<file path="config.mk">
export PLATFORM = sky130hd
export DESIGN_NAME = windowed_stddev_led_gauge_core_flat
export DESIGN_NICKNAME = d
export VERILOG_FILES = /design/src/design/wsdg_pkg.sv /design/src/design/wsdg_in_if.sv /design/src/design/wsdg_out_if.sv /design/src/design/wsdg_cfg_regs.sv /design/src/design/wsdg_ring.sv /design/src/design/wsdg_isqrt.sv /design/src/design/wsdg_div.sv /design/src/design/windowed_stddev_led_gauge_core.sv /design/src/flat_wrapper.sv
export SDC_FILE = /design/constraint.sdc
export NUM_CORES = 2
export LEC_CHECK = 0
export BUFFER_PORTS_ARGS = -buffer_cell sky130_fd_sc_hd__buf_2
export CORE_AREA = 2 2 351 353
export CTS_CLUSTER_SIZE = 28
export DETAILED_ROUTE_END_ITERATION = 10
export DIE_AREA = 0 0 353 355
export PLACE_DENSITY = 0.53
export SLEW_MARGIN = 5
export SYNTH_ARGS = -nofsm -noshare
export SYNTH_HDL_FRONTEND = slang
export SYNTH_SLANG_ARGS = --single-unit
</file>
<file path="constraint.sdc">
create_clock -name clk -period 16.2 [get_ports clk]
set_clock_uncertainty 0.1 [all_clocks]
set_input_delay 3.24 -clock clk [delete_from_list [all_inputs] [get_ports clk]]
set_output_delay 3.24 -clock clk [all_outputs]
set_load 0.01 [all_outputs]
</file>
<file path="src/design/wsdg_pkg.sv">
`timescale 1ns / 1ps
package wsdg_pkg;

	// Window and sample geometry
	localparam int WINDOW_DEPTH = 16;
	localparam int SAMPLE_W     = 12;
	localparam int WIN_AW       = $clog2(WINDOW_DEPTH);
	localparam int SUM_W        = SAMPLE_W + WIN_AW;
	localparam int SQ_W         = 2 * SAMPLE_W;
	localparam int SQSUM_W      = SQ_W + WIN_AW;
	localparam int DEV_W        = 2 * SUM_W;
	localparam int ROOT_W       = SUM_W;
	localparam int REM_W        = ROOT_W + 2;

	// Spread in whole ms: root / (16 * N), always below 256
	localparam int SPREAD_DIV   = 16 * WINDOW_DEPTH;
	localparam int SPREAD_W     = SAMPLE_W - 4;

	// Result fields
	localparam int LEVEL_W      = 4;
	localparam int COLOUR_W     = 8;
	localparam logic [COLOUR_W-1:0] COLOUR_FULL = 8'd255;
	localparam logic [COLOUR_W-1:0] COLOUR_NONE = 8'd0;

	// Shared divider: 510 * 4095 fits in 21 bits, divisor up to 12 bits
	localparam int HUE_SCALE    = 510;
	localparam int DIVD_W       = SAMPLE_W + 9;
	localparam int DIVS_W       = SAMPLE_W;

	// Register file
	localparam int REG_COUNT    = 4;
	localparam int ADDR_W       = $clog2(REG_COUNT * 4);
	localparam int DATA_W       = 32;

	typedef enum logic [1:0] {
		REG_LOW_BOUND,
		REG_HIGH_BOUND,
		REG_SPREAD_CEILING,
		REG_LEVEL_COUNT
	} reg_idx_t;

	localparam logic [SAMPLE_W-1:0] LOW_BOUND_RST      = 12'd320;
	localparam logic [SAMPLE_W-1:0] HIGH_BOUND_RST     = 12'd1600;
	localparam logic [SPREAD_W-1:0] SPREAD_CEILING_RST = 8'd50;
	localparam logic [LEVEL_W-1:0]  LEVEL_COUNT_RST    = 4'd6;

	typedef struct packed {
		logic [SAMPLE_W-1:0] low_bound;
		logic [SAMPLE_W-1:0] high_bound;
		logic [SPREAD_W-1:0] spread_ceiling;
		logic [LEVEL_W-1:0]  level_count;
	} cfg_t;

endpackage

</file>
<file path="src/design/wsdg_in_if.sv">
`timescale 1ns / 1ps
interface wsdg_in_if;
	import wsdg_pkg::*;

	logic                valid;
	logic                ready;
	logic [SAMPLE_W-1:0] hrv_sample;

	modport source (output valid, output hrv_sample, input ready);
	modport sink (input valid, input hrv_sample, output ready);
endinterface

</file>
<file path="src/design/wsdg_out_if.sv">
`timescale 1ns / 1ps
interface wsdg_out_if;
	import wsdg_pkg::*;

	logic                valid;
	logic                ready;
	logic [LEVEL_W-1:0]  lit_count;
	logic [COLOUR_W-1:0] red_level;
	logic [COLOUR_W-1:0] green_level;

	modport source (output valid, output lit_count, output red_level, output green_level,
		input ready);
	modport sink (input valid, input lit_count, input red_level, input green_level,
		output ready);
endinterface

</file>
<file path="src/design/wsdg_cfg_regs.sv">
`timescale 1ns / 1ps
module wsdg_cfg_regs (
	input  logic                        clk,
	input  logic                        arst_n,
	input  logic                        psel,
	input  logic                        penable,
	input  logic                        pwrite,
	input  logic [wsdg_pkg::ADDR_W-1:0] paddr,
	input  logic [wsdg_pkg::DATA_W-1:0] pwdata,
	output logic [wsdg_pkg::DATA_W-1:0] prdata,
	output logic                        pready,
	output wsdg_pkg::cfg_t              cfg
);
	import wsdg_pkg::*;

	cfg_t     cfg_q;
	reg_idx_t idx;
	logic     wr_req;

	assign pready = 1'b1;
	assign idx    = reg_idx_t'(paddr[ADDR_W-1:2]);
	assign wr_req = psel & penable & pwrite & pready;
	assign cfg    = cfg_q;

	// Register writes
	always_ff @(posedge clk or negedge arst_n) begin
		if (!arst_n) begin
			cfg_q.low_bound      <= LOW_BOUND_RST;
			cfg_q.high_bound     <= HIGH_BOUND_RST;
			cfg_q.spread_ceiling <= SPREAD_CEILING_RST;
			cfg_q.level_count    <= LEVEL_COUNT_RST;
		end else if (wr_req) begin
			unique case (idx)
				REG_LOW_BOUND:      cfg_q.low_bound      <= pwdata[SAMPLE_W-1:0];
				REG_HIGH_BOUND:     cfg_q.high_bound     <= pwdata[SAMPLE_W-1:0];
				REG_SPREAD_CEILING: cfg_q.spread_ceiling <= pwdata[SPREAD_W-1:0];
				REG_LEVEL_COUNT:    cfg_q.level_count    <= pwdata[LEVEL_W-1:0];
				default: ;
			endcase
		end
	end

	// Read-back
	always_comb begin
		unique case (idx)
			REG_LOW_BOUND:      prdata = DATA_W'(cfg_q.low_bound);
			REG_HIGH_BOUND:     prdata = DATA_W'(cfg_q.high_bound);
			REG_SPREAD_CEILING: prdata = DATA_W'(cfg_q.spread_ceiling);
			REG_LEVEL_COUNT:    prdata = DATA_W'(cfg_q.level_count);
			default:            prdata = '0;
		endcase
	end
endmodule

</file>
<file path="src/design/wsdg_ring.sv">
`timescale 1ns / 1ps
module wsdg_ring (
	input  logic                          clk,
	input  logic                          arst_n,
	input  logic                          rd_en,
	input  logic [wsdg_pkg::WIN_AW-1:0]   rd_addr,
	input  logic                          wr_en,
	input  logic [wsdg_pkg::WIN_AW-1:0]   wr_addr,
	input  logic [wsdg_pkg::SAMPLE_W-1:0] wr_data,
	output logic [wsdg_pkg::SAMPLE_W-1:0] rd_data
);
	import wsdg_pkg::*;

	logic [SAMPLE_W-1:0]     mem [WINDOW_DEPTH];
	logic [WINDOW_DEPTH-1:0] valid_q;
	logic [SAMPLE_W-1:0]     rd_q;
	logic                    rd_valid_q;

	// Sample storage, one write port, registered read
	always_ff @(posedge clk) begin
		if (wr_en) begin
			mem[wr_addr] <= wr_data;
		end
		if (rd_en) begin
			rd_q <= mem[rd_addr];
		end
	end

	// Per-slot valid bits: an unwritten slot reads as zero
	always_ff @(posedge clk or negedge arst_n) begin
		if (!arst_n) begin
			valid_q    <= '0;
			rd_valid_q <= 1'b0;
		end else begin
			if (wr_en) begin
				valid_q[wr_addr] <= 1'b1;
			end
			if (rd_en) begin
				rd_valid_q <= valid_q[rd_addr];
			end
		end
	end

	assign rd_data = rd_valid_q ? rd_q : '0;
endmodule

</file>
<file path="src/design/wsdg_isqrt.sv">
`timescale 1ns / 1ps
module wsdg_isqrt (
	input  logic                        clk,
	input  logic                        arst_n,
	input  logic                        start,
	input  logic [wsdg_pkg::DEV_W-1:0]  radicand,
	output logic                        done,
	output logic [wsdg_pkg::ROOT_W-1:0] root
);
	import wsdg_pkg::*;

	localparam int CNT_W = $clog2(ROOT_W);
	localparam logic [CNT_W-1:0] CNT_LAST = CNT_W'(ROOT_W - 1);

	logic                busy_q;
	logic                done_q;
	logic [CNT_W-1:0]    cnt_q;
	logic [DEV_W-1:0]    x_q;
	logic [REM_W-1:0]    rem_q;
	logic [ROOT_W-1:0]   root_q;
	logic [REM_W-1:0]    rem_sh;
	logic [REM_W-1:0]    trial;
	logic                ge;

	// One root bit per cycle, two radicand bits consumed
	assign rem_sh = {rem_q[REM_W-3:0], x_q[DEV_W-1 -: 2]};
	assign trial  = {root_q, 2'b01};
	assign ge     = rem_sh >= trial;

	always_ff @(posedge clk or negedge arst_n) begin
		if (!arst_n) begin
			busy_q <= 1'b0;
			done_q <= 1'b0;
			cnt_q  <= '0;
		end else begin
			done_q <= 1'b0;
			if (start) begin
				busy_q <= 1'b1;
				cnt_q  <= '0;
			end else if (busy_q) begin
				cnt_q <= cnt_q + 1'b1;
				if (cnt_q == CNT_LAST) begin
					busy_q <= 1'b0;
					done_q <= 1'b1;
				end
			end
		end
	end

	always_ff @(posedge clk) begin
		if (start) begin
			x_q    <= radicand;
			rem_q  <= '0;
			root_q <= '0;
		end else if (busy_q) begin
			x_q    <= x_q << 2;
			rem_q  <= ge ? rem_sh - trial : rem_sh;
			root_q <= {root_q[ROOT_W-2:0], ge};
		end
	end

	assign done = done_q;
	assign root = root_q;
endmodule

</file>
<file path="src/design/wsdg_div.sv">
`timescale 1ns / 1ps
module wsdg_div (
	input  logic                        clk,
	input  logic                        arst_n,
	input  logic                        start,
	input  logic [wsdg_pkg::DIVD_W-1:0] dividend,
	input  logic [wsdg_pkg::DIVS_W-1:0] divisor,
	output logic                        done,
	output logic [wsdg_pkg::DIVD_W-1:0] quotient
);
	import wsdg_pkg::*;

	localparam int CNT_W = $clog2(DIVD_W);
	localparam logic [CNT_W-1:0] CNT_LAST = CNT_W'(DIVD_W - 1);

	logic                busy_q;
	logic                done_q;
	logic [CNT_W-1:0]    cnt_q;
	logic [DIVD_W-1:0]   quo_q;
	logic [DIVS_W-1:0]   rem_q;
	logic [DIVS_W-1:0]   den_q;
	logic [DIVS_W:0]     rem_sh;
	logic [DIVS_W:0]     rem_sub;
	logic                ge;

	// Restoring division, one quotient bit per cycle
	assign rem_sh  = {rem_q, quo_q[DIVD_W-1]};
	assign ge      = rem_sh >= {1'b0, den_q};
	assign rem_sub = rem_sh - {1'b0, den_q};

	always_ff @(posedge clk or negedge arst_n) begin
		if (!arst_n) begin
			busy_q <= 1'b0;
			done_q <= 1'b0;
			cnt_q  <= '0;
		end else begin
			done_q <= 1'b0;
			if (start) begin
				busy_q <= 1'b1;
				cnt_q  <= '0;
			end else if (busy_q) begin
				cnt_q <= cnt_q + 1'b1;
				if (cnt_q == CNT_LAST) begin
					busy_q <= 1'b0;
					done_q <= 1'b1;
				end
			end
		end
	end

	always_ff @(posedge clk) begin
		if (start) begin
			quo_q <= dividend;
			rem_q <= '0;
			den_q <= divisor;
		end else if (busy_q) begin
			quo_q <= {quo_q[DIVD_W-2:0], ge};
			rem_q <= ge ? rem_sub[DIVS_W-1:0] : rem_sh[DIVS_W-1:0];
		end
	end

	assign done     = done_q;
	assign quotient = quo_q;
endmodule

</file>
<file path="src/design/windowed_stddev_led_gauge_core.sv">
// Sequence: after the accepting edge the sequencer runs the window update, the 16-step square
// root and two 21-step divides on the one shared divider; the level divide is skipped when
// the ceiling is zero and the colour divide when the bounds are not ordered.
// Requests: the next is taken once the result is in the output register, which may still be
// waiting on its sink.
// Reset: arst_n clears the sample ring (per-slot valid bits), sums and slot at once.
`timescale 1ns / 1ps
module windowed_stddev_led_gauge_core (
	input  logic                        clk,
	input  logic                        arst_n,
	wsdg_in_if.sink                     samples,
	wsdg_out_if.source                  readings,
	input  logic                        psel,
	input  logic                        penable,
	input  logic                        pwrite,
	input  logic [wsdg_pkg::ADDR_W-1:0] paddr,
	input  logic [wsdg_pkg::DATA_W-1:0] pwdata,
	output logic [wsdg_pkg::DATA_W-1:0] prdata,
	output logic                        pready
);
	import wsdg_pkg::*;

	typedef enum logic [3:0] {
		ST_IDLE,
		ST_READ,
		ST_SQ_OLD,
		ST_SQ_NEW,
		ST_DEV,
		ST_ROOT,
		ST_LIT,
		ST_LIT_WAIT,
		ST_HUE,
		ST_HUE_WAIT,
		ST_DONE
	} state_t;

	localparam logic [WIN_AW-1:0] SLOT_LAST = WIN_AW'(WINDOW_DEPTH - 1);

	state_t               state_q;
	cfg_t                 cfg;
	logic [SAMPLE_W-1:0]  sample_q;
	logic [SAMPLE_W-1:0]  old_q;
	logic [WIN_AW-1:0]    slot_q;
	logic [SUM_W-1:0]     sum_q;
	logic [SQSUM_W-1:0]   sqsum_q;
	logic [DEV_W-1:0]     sum_sq_q;
	logic [DIVD_W-1:0]    lit_num_q;
	logic [DIVD_W-1:0]    hue_num_q;
	logic [DIVS_W-1:0]    hue_den_q;
	logic                 hue_low_q;
	logic                 ordered_q;
	logic [LEVEL_W-1:0]   lit_q;
	logic [COLOUR_W-1:0]  red_q;
	logic [COLOUR_W-1:0]  green_q;
	logic                 out_valid_q;
	logic [LEVEL_W-1:0]   out_lit_q;
	logic [COLOUR_W-1:0]  out_red_q;
	logic [COLOUR_W-1:0]  out_green_q;

	logic                 in_req;
	logic [SAMPLE_W-1:0]  ring_rd;
	logic [SAMPLE_W-1:0]  old_val;
	logic [SQ_W-1:0]      old_sq;
	logic [SQ_W-1:0]      new_sq;
	logic [DEV_W-1:0]     sum_sq;
	logic [DEV_W-1:0]     prod;
	logic [DEV_W-1:0]     dev;
	logic                 root_done;
	logic [ROOT_W-1:0]    root;
	logic [SPREAD_W-1:0]  spread;
	logic [SPREAD_W-1:0]  spread_clamp;
	logic [SAMPLE_W-1:0]  clamped;
	logic [SAMPLE_W-1:0]  above_low;
	logic [SAMPLE_W-1:0]  below_high;
	logic                 low_half;
	logic                 div_start;
	logic [DIVD_W-1:0]    div_dividend;
	logic [DIVS_W-1:0]    div_divisor;
	logic                 div_done;
	logic [DIVD_W-1:0]    div_quo;

	wsdg_cfg_regs u_cfg (
		.clk     (clk),
		.arst_n  (arst_n),
		.psel    (psel),
		.penable (penable),
		.pwrite  (pwrite),
		.paddr   (paddr),
		.pwdata  (pwdata),
		.prdata  (prdata),
		.pready  (pready),
		.cfg     (cfg)
	);

	// Ring read at accept, write-back in ST_SQ_OLD after ST_READ; the sequencer keeps them apart
	wsdg_ring u_ring (
		.clk     (clk),
		.arst_n  (arst_n),
		.rd_en   (in_req),
		.rd_addr (slot_q),
		.wr_en   (state_q == ST_SQ_OLD),
		.wr_addr (slot_q),
		.wr_data (sample_q),
		.rd_data (ring_rd)
	);

	wsdg_isqrt u_isqrt (
		.clk      (clk),
		.arst_n   (arst_n),
		.start    (state_q == ST_DEV),
		.radicand (dev),
		.done     (root_done),
		.root     (root)
	);

	wsdg_div u_div (
		.clk      (clk),
		.arst_n   (arst_n),
		.start    (div_start),
		.dividend (div_dividend),
		.divisor  (div_divisor),
		.done     (div_done),
		.quotient (div_quo)
	);

	assign samples.ready = (state_q == ST_IDLE);
	assign in_req        = samples.valid & samples.ready;

	// Window arithmetic
	assign old_val = ring_rd;
	assign old_sq  = old_q * old_q;
	assign new_sq  = sample_q * sample_q;
	assign sum_sq  = sum_q * sum_q;
	assign prod    = DEV_W'(sqsum_q) * DEV_W'(WINDOW_DEPTH);
	assign dev     = (prod > sum_sq_q) ? prod - sum_sq_q : '0;

	// Spread in whole ms, clamped to the ceiling
	assign spread       = SPREAD_W'(root / SPREAD_DIV);
	assign spread_clamp = (spread > cfg.spread_ceiling) ? cfg.spread_ceiling : spread;

	// Colour gradient position of the newest sample
	always_comb begin
		clamped = sample_q;
		if (clamped < cfg.low_bound) begin
			clamped = cfg.low_bound;
		end
		if (clamped > cfg.high_bound) begin
			clamped = cfg.high_bound;
		end
	end
	assign above_low  = clamped - cfg.low_bound;
	assign below_high = cfg.high_bound - clamped;
	assign low_half   = {above_low, 1'b0} < {1'b0, cfg.high_bound - cfg.low_bound};

	// Shared divider operands
	assign div_start    = ((state_q == ST_LIT) && (cfg.spread_ceiling != '0)) ||
	                      ((state_q == ST_HUE) && ordered_q);
	assign div_dividend = (state_q == ST_LIT) ? lit_num_q : hue_num_q;
	assign div_divisor  = (state_q == ST_LIT) ? DIVS_W'(cfg.spread_ceiling) : hue_den_q;

	// Sequencer and output register
	always_ff @(posedge clk or negedge arst_n) begin
		if (!arst_n) begin
			state_q     <= ST_IDLE;
			slot_q      <= '0;
			sum_q       <= '0;
			sqsum_q     <= '0;
			out_valid_q <= 1'b0;
		end else begin
			if ((state_q == ST_DONE) && (!out_valid_q || readings.ready)) begin
				out_valid_q <= 1'b1;
			end else if (readings.valid && readings.ready) begin
				out_valid_q <= 1'b0;
			end
			unique case (state_q)
				ST_IDLE: begin
					if (in_req) begin
						state_q <= ST_READ;
					end
				end
				ST_READ: begin
					sum_q   <= sum_q - SUM_W'(old_val) + SUM_W'(sample_q);
					state_q <= ST_SQ_OLD;
				end
				ST_SQ_OLD: begin
					sqsum_q <= sqsum_q - SQSUM_W'(old_sq);
					slot_q  <= (slot_q == SLOT_LAST) ? '0 : slot_q + 1'b1;
					state_q <= ST_SQ_NEW;
				end
				ST_SQ_NEW: begin
					sqsum_q <= sqsum_q + SQSUM_W'(new_sq);
					state_q <= ST_DEV;
				end
				ST_DEV: begin
					state_q <= ST_ROOT;
				end
				ST_ROOT: begin
					if (root_done) begin
						state_q <= ST_LIT;
					end
				end
				ST_LIT: begin
					if (cfg.spread_ceiling == '0) begin
						state_q <= ST_HUE;
					end else begin
						state_q <= ST_LIT_WAIT;
					end
				end
				ST_LIT_WAIT: begin
					if (div_done) begin
						state_q <= ST_HUE;
					end
				end
				ST_HUE: begin
					if (ordered_q) begin
						state_q <= ST_HUE_WAIT;
					end else begin
						state_q <= ST_DONE;
					end
				end
				ST_HUE_WAIT: begin
					if (div_done) begin
						state_q <= ST_DONE;
					end
				end
				ST_DONE: begin
					if (!out_valid_q || readings.ready) begin
						state_q <= ST_IDLE;
					end
				end
				default: state_q <= ST_IDLE;
			endcase
		end
	end

	// Datapath registers
	always_ff @(posedge clk) begin
		if (in_req) begin
			sample_q <= samples.hrv_sample;
		end
		if (state_q == ST_READ) begin
			old_q <= old_val;
		end
		if (state_q == ST_SQ_NEW) begin
			sum_sq_q <= sum_sq;
		end
		if (state_q == ST_DEV) begin
			ordered_q <= cfg.high_bound > cfg.low_bound;
			hue_low_q <= low_half;
			hue_den_q <= cfg.high_bound - cfg.low_bound;
			hue_num_q <= DIVD_W'(HUE_SCALE) * DIVD_W'(low_half ? above_low : below_high);
		end
		if ((state_q == ST_ROOT) && root_done) begin
			lit_num_q <= DIVD_W'(spread_clamp) * DIVD_W'(cfg.level_count);
		end
		if (state_q == ST_LIT) begin
			lit_q <= '0;
		end
		if ((state_q == ST_LIT_WAIT) && div_done) begin
			lit_q <= div_quo[LEVEL_W-1:0];
		end
		if ((state_q == ST_HUE) && !ordered_q) begin
			red_q   <= COLOUR_FULL;
			green_q <= COLOUR_NONE;
		end
		if ((state_q == ST_HUE_WAIT) && div_done) begin
			if (hue_low_q) begin
				red_q   <= COLOUR_FULL;
				green_q <= div_quo[COLOUR_W-1:0];
			end else begin
				red_q   <= div_quo[COLOUR_W-1:0];
				green_q <= COLOUR_FULL;
			end
		end
		if ((state_q == ST_DONE) && (!out_valid_q || readings.ready)) begin
			out_lit_q   <= lit_q;
			out_red_q   <= red_q;
			out_green_q <= green_q;
		end
	end

	assign readings.valid       = out_valid_q;
	assign readings.lit_count   = out_lit_q;
	assign readings.red_level   = out_red_q;
	assign readings.green_level = out_green_q;
endmodule
</file>
<file path="src/flat_wrapper.sv">
// flat-port wrapper written by rule: the top's interface ports become plain ports
module windowed_stddev_led_gauge_core_flat import wsdg_pkg::*;
  (clk, arst_n, psel, penable, pwrite, paddr, pwdata, prdata, pready, samples_valid, samples_hrv_sample, samples_ready, readings_valid, readings_lit_count, readings_red_level, readings_green_level, readings_ready);
  wsdg_in_if samples_i ();
  wsdg_out_if readings_i ();
  input  logic clk;
  input  logic arst_n;
  input  logic psel;
  input  logic penable;
  input  logic pwrite;
  input  logic [wsdg_pkg::ADDR_W-1:0] paddr;
  input  logic [wsdg_pkg::DATA_W-1:0] pwdata;
  output logic [wsdg_pkg::DATA_W-1:0] prdata;
  output logic pready;
  input wire logic [$bits(samples_i.valid)-1:0] samples_valid;
  input wire logic [$bits(samples_i.hrv_sample)-1:0] samples_hrv_sample;
  output wire logic [$bits(samples_i.ready)-1:0] samples_ready;
  output wire logic [$bits(readings_i.valid)-1:0] readings_valid;
  output wire logic [$bits(readings_i.lit_count)-1:0] readings_lit_count;
  output wire logic [$bits(readings_i.red_level)-1:0] readings_red_level;
  output wire logic [$bits(readings_i.green_level)-1:0] readings_green_level;
  input wire logic [$bits(readings_i.ready)-1:0] readings_ready;
  assign samples_i.valid = samples_valid;
  assign samples_i.hrv_sample = samples_hrv_sample;
  assign samples_ready = samples_i.ready;
  assign readings_valid = readings_i.valid;
  assign readings_lit_count = readings_i.lit_count;
  assign readings_red_level = readings_i.red_level;
  assign readings_green_level = readings_i.green_level;
  assign readings_i.ready = readings_ready;
  windowed_stddev_led_gauge_core u_core (.clk(clk), .arst_n(arst_n), .samples(samples_i), .readings(readings_i), .psel(psel), .penable(penable), .pwrite(pwrite), .paddr(paddr), .pwdata(pwdata), .prdata(prdata), .pready(pready));
endmodule
</file>
-- Yosys cells after proc, flatten, opt, wreduce, memory -nomap -nowiden
Memory sizes are Yosys's and may differ from the RTL's. A register that Yosys moved wholly into a read port is not among the register bits.
Cells that the tools add are included.
Widths: inputs -> output; s select.
- $add $sub $neg: 13
- $mul: 5
- $lt $le $gt $ge: 10
- equality and inequality tests: 21
- mux-type cells: 57
- bitwise logic cells: 4
- reduce and logical (&&, ||, !) cells: 28
- operators with widths (operator ; count):
    $pmux 32 s4 ; 1
    $mux 32 ; 3
    $mux 8 ; 8
    $mux 21 ; 3
    $mux 12 ; 5
    $pmux 28 s2 ; 1
    $mul 12x12->24 ; 2
    $sub 12x12->12 ; 4
    $mux 4 ; 11
    $pmux 4 s11 ; 1
    $gt 32x32->1 ; 1
    $mul 16x16->32 ; 1
    $sub 32x32->32 ; 1
    $add 28x24->28 ; 1
    $sub 28x24->28 ; 1
    $gt 12x12->1 ; 2
    $mul 8x21->20 const A ; 1
    $eq 4x4->1 const B ; 5
    $ge 18x18->1 ; 1
    $mux 1 ; 18
    $add 16x12->16 ; 1
    $eq 4x3->1 const B ; 4
    $mux 16 ; 1
    $or 16x16->16 ; 1
    other kinds (32) ; 60
- bits in registers: 370
- RAM bits: 192
- input port bits: 55
- output and inout bits: 55
- logic and storage cells: 177
- memories kept: 1
- memory list (memory ; words ; bits a word ; read ports ; clocked after Yosys merged registers in ; write ports ; RTL line ; source):
    u_core.u_ring.mem ; 16 ; 12 ; 1 ; 1 ; 1 ; wsdg_ring.sv:14 ; logic [SAMPLE_W-1:0] mem [WINDOW_DEPTH];

-- Depth between registers and ports, before layout
- depth after elaboration: 8
- depth in mapped cells: 54

-- By module
A second synthesis with hierarchy kept.
- cells, all modules: 4580
- area total of the unflattened synthesis: 49421.1 sq um
- by module, submodules not included (module ; instances ; cells each ; area each (sq um) ; seq. area each (sq um)):
    windowed_stddev_led_gauge_core ; 1 ; 3469 ; 32198.4 ; 5560.3
    wsdg_ring ; 1 ; 356 ; 8582.0 ; 6551.3
    wsdg_isqrt ; 1 ; 397 ; 4085.2 ; 1751.7
    wsdg_div ; 1 ; 226 ; 2715.1 ; 1406.3
    wsdg_cfg_regs ; 1 ; 132 ; 1840.5 ; 913.4

-- Worst setup path after synthesis
OpenSTA, ideal clock, no wires.
- path kind: flip-flop to flip-flop
- start: reg u_core.sample_q[5]
- end: reg u_core.hue_num_q[19] (data pin)
- arrival: 11.149 ns
- slack: 4.693 ns
- stages on the path, launching flop included: 48
- path buffers: 3
- period minus slack after synthesis: 11.507 ns
- cell sequence: edfxtp_1 ha_1 and4_1 o211ai_1 a41oi_2 clkbuf_1 nand2_1 o21ai_0 ha_1 nor2b_1 o211ai_1 a211oi_1 o31a_1 clkbuf_1 nor2_1 a21oi_1 ha_1 nor2b_1 [... 12 more ...] mux2i_4 clkbuf_1 o21ai_0 fa_1 fa_1 inv_1 fa_1 inv_1 fa_1 inv_1 ha_1 and2_1 o21ai_0 o31ai_1 o41ai_1 o2111ai_1 a21oi_1 xnor2_1
- cells in the longest elaborated chain, start to end: 8
- elaborated cells on any way between the ends: 9
- those cells by class: 2 x add/sub; 1 x mul; 3 x order compare; 3 x mux
- RTL lines (item ; RTL line ; source):
    from (decl) ; windowed_stddev_led_gauge_core.sv:41 ; logic [SAMPLE_W-1:0] sample_q;
    from (signal assigned) ; windowed_stddev_led_gauge_core.sv:239 ; sample_q <= samples.hrv_sample;
    $lt 12x12->1 ; windowed_stddev_led_gauge_core.sv:144 ; if (clamped < cfg.low_bound) begin
    $mux 12 (*) ; windowed_stddev_led_gauge_core.sv:144 ;
    $gt 12x12->1 ; windowed_stddev_led_gauge_core.sv:147 ; if (clamped > cfg.high_bound) begin
    $mux 12 (*) ; windowed_stddev_led_gauge_core.sv:147 ;
    $sub 12x12->12 ; windowed_stddev_led_gauge_core.sv:151 ; assign above_low = clamped - cfg.low_bound;
    $lt 13x12->1 ; windowed_stddev_led_gauge_core.sv:153 ; assign low_half = {above_low, 1'b0} < {1'b0, cfg.high_bound - cfg.low_bound};
    $mux 12 (*) ; windowed_stddev_led_gauge_core.sv:251 ; hue_num_q <= DIVD_W'(HUE_SCALE) * DIVD_W'(low_half ? above_low : below_high);
    $mul 8x21->20 (*) ; windowed_stddev_led_gauge_core.sv:251 ;
    to (signal assigned) ; windowed_stddev_led_gauge_core.sv:251 ;
    to (decl) ; windowed_stddev_led_gauge_core.sv:48 ; logic [DIVD_W-1:0] hue_num_q;
Mark *: on every way between the ends. The rest lies on a longest branch, timed or not.
A chain may end at the register's enable or synchronous reset.

-- Final worst setup path
- start: reg u_core.sample_q[2]
- end: reg u_core.hue_num_q[19] (data pin)
The elaborated chain is that of the path after synthesis.

==> flow_metrics.tcl <==
set metrics [dict create \
    outcome "finished clean" \
    core_um2 121000 \
    place_hpwl_um 91400 \
    drive_above_1_share_pct 8.37 \
    postPlaceCellArea_um2 50400 \
    overflow 0 \
    syn_avg_cell_area_um2 10.5 \
    synth.ff_latch_count 572 \
    hp-class "reg -> reg" \
    min_from "u_core.green_q[4]" \
    cts_tree "yes" \
    area_growth_pct 9.34 \
    die-area_um2 125000 \
    rows 128 \
    grt_usage_pct 19.2 \
    fin_setup_tns_ns 0 \
    insertion_delay_ns 0.66 \
    cts-resized-gates 0 \
    path_clk_slew_ns 0.06 \
    holdBufCountCts 0 \
    cts_setup_buffers 0 \
    slew_violations 0 \
    cts.sinks 572 \
    final.period_utilization_pct 83.9 \
    route.detailed.drc 0 \
    h-tree-depth 3 \
    design.portCount 110 \
    yosysSeqAreaShare_pct 33.5 \
    grt_pass1_wl_um 190000 \
    ys_types 77 \
    synth_edf_count 409 \
    first_pass_iters 5 \
    num_vias 31900 \
    critPathSlowestCell "a41oi_2" \
    pre_cts_slack_ns 2.70 \
    end_kind "register" \
    seqCellArea_um2 16200 \
    reg2reg_depth 45 \
    die_h_um 355 \
    holdPathEnd "u_core.readings.green_level[4]" \
    multi_input_area_um2 28400 \
    cpMostUsedCell "o21ai_0" \
    vias_per_cell 5.04 \
    whs_path_depth 0 \
    hold_violations 0 \
    crit_fanout 25 \
    required_ns 16.48 \
    timing.final.ws_setup_ns 2.61 \
    cts-root-buf "clkbuf_16" \
    arrival_ns 13.88 \
    r2r-end "u_core.hue_num_q[19]" \
    antenna_found_initial 3 \
    nFillCells 11700 \
    start_kind "register" \
    grt_max_degree 64 \
    start_util_pct 39.7 \
    yosys_warnings 0 \
    postSynthCellCount 4590 \
    finalSetupViolations 0 \
    min_period_ns 13.59 \
    wire_per_inst_um 18.7 \
    reg2reg_slack_ns 2.61 \
    design_area_um2 52700 \
    crit_family "compound AO/OA/AOI/OAI gates" \
    cts_made_buffers 68 \
    gp_congestion 0.839 \
    dieWidth_um 353 \
    r2r-start "u_core.sample_q[2]" \
    clockBufferDepth 3 \
    io_buffers 66 \
    max_cap_violations 0 \
    post-route-util_pct 43.4 \
    rsz0062_at_grt "false" \
    fmax_ghz 0.0736 \
    max_stage_delay_ns 0.79 \
    drt_iter0_markers 1836 \
    wirelength_um 118000 \
    critical_path_class "reg -> reg" \
    fin_nets 5597 \
    synth_area_um2 48200 \
    grt_pass1_vias 33200 \
    tightest_slew_ns 1.11 \
    max_slew_margin_pct 25.5 \
    async_flop_share_pct 20.8 \
    drtAntennaViolNets 0 \
    path_buf_inv 5 \
    synthFlopType "edfxtp_1" \
]
placed cells by master, fill, tap and decap left out, drive strengths merged, types with 64 or more instances in the layout:
cell | netlist | layout
edfxtp | 409 | 409
a21oi | 188 | 188
nor2 | 300 | 300
inv | 819 | 824
xnor2 | 129 | 129
o21ai | 204 | 204
mux2i | 64 | 64
dfrtp | 109 | 109
buf | 31 | 115
fa | 445 | 445
mux4 | 69 | 69
clkbuf | 120 | 82
xor2 | 69 | 69
nand2 | 356 | 356
a21o | 75 | 75
ha | 454 | 454
nor3 | 66 | 66
stage by stage:
stage	hold WS, ns	cells
finish	0.316	6323
CTS	0.319	6322
global route	0.324	6323
global placement	0.303	6198
detailed placement	0.305	6198
floorplan	0.300	4609
per-layer routing:
| layer | vias up | track usage (%) | share of wire, % |
|---|---|---|---|
| met5 | - | 0 | 0 |
| met3 | 127 | 2.31 | 3.9 |
| met4 | 0 | 4.19 | 1.8 |
| met1 | 15800 | 26.1 | 46 |
| li1 | 15400 | - | - |
| met2 | 554 | 33.0 | 48 |
how the worst max path moves through the flow:
| stage | to | slack [ns] | depth (start not counted) | from |
|---|---|---|---|---|
| finish | u_core.hue_num_q[19] | 2.61 | 45 | u_core.sample_q[2] |
| CTS | u_core.hue_num_q[19] | 2.59 | 45 | u_core.sample_q[2] |
| floorplan | u_core.hue_num_q[19] | 4.69 | 47 | u_core.sample_q[5] |
| detailed placement | u_core.hue_num_q[19] | 2.70 | 45 | u_core.sample_q[2] |
| global placement | u_core.hue_num_q[19] | 2.72 | 45 | u_core.sample_q[1] |
| global route | u_core.hue_num_q[19] | 1.38 | 46 | u_core.sample_q[1] |
final cells by class:
| cell class | count | area share (%) |
|---|---|---|
| Antenna cell | 1 | 0.00475 |
| Clock buffer | 82 | 3.38 |
| Tap cell | 1625 | 3.86 |
| Sequential cell | 572 | 30.7 |
| Multi-Input combinational cell | 3050 | 53.9 |
| Timing Repair Buffer | 115 | 1.34 |
| Inverter | 836 | 5.95 |
| Clock inverter | 42 | 0.933 |
registers in the layout (all words and copies together) (netlist names), 20 cells and up:
signal	flops
u_core.u_ring.mem	192
u_core.sum_sq_q	31
u_core.u_cfg.cfg	36
u_core.u_div.quotient	21
u_core.sqsum_q	28
u_core.u_isqrt.x_q	31
u_core.hue_num_q	20
cell usage after synthesis (6+ instances only):
master,instances,share of area [%]
mux2_2,34,0.79
nor2b_1,51,0.66
nand2b_1,31,0.40
buf_4,21,0.33
o31ai_1,16,0.25
or2_2,29,0.38
o2111ai_1,6,0.11
a22o_1,38,0.69
a21boi_0,20,0.31
o21bai_1,23,0.36
and3_1,22,0.29
o211ai_1,14,0.22
nand3_1,46,0.48
o21a_1,22,0.34
nor3b_1,9,0.14
and2_1,51,0.66
nor4_1,9,0.12
ha_1,454,12
dfrtp_1,109,5.7
edfxtp_1,409,25
xnor2_1,129,2.3
a31oi_1,22,0.29
fa_1,445,18
nand2_1,356,2.8
dfxtp_1,44,1.8
or3_1,25,0.32
inv_1,816,6.4
o21ai_0,202,2.1
nand3b_1,8,0.12
nor2_1,300,2.3
clkinv_1,17,0.13
a21oi_1,187,1.9
mux4_2,69,3.2
nor3_1,66,0.69
o22ai_1,9,0.12
a21o_1,75,1.2
buf_1,8,0.062
and4_1,6,0.11
dfstp_2,10,0.54
a211oi_1,34,0.53
xor2_1,69,1.3
clkbuf_1,120,0.93
mux2i_1,62,1.3
nand4_1,26,0.34
logic make-up after synthesis:
family	count (synthesis)	share of synthesized area [%]
xor gates and xnor gates	198	3.60
DFF	572	33.5
other	2	0.0156
buffers and inverters	987	7.85
muxes	167	5.40
adders and majority gates	900	30.3
AOI/OAI and AO/OA	722	9.42
and+or+nand+nor	1042	9.93
Power is not shown: default switching activity piles up to over one toggle a cycle in this logic, so the estimate is an artifact.
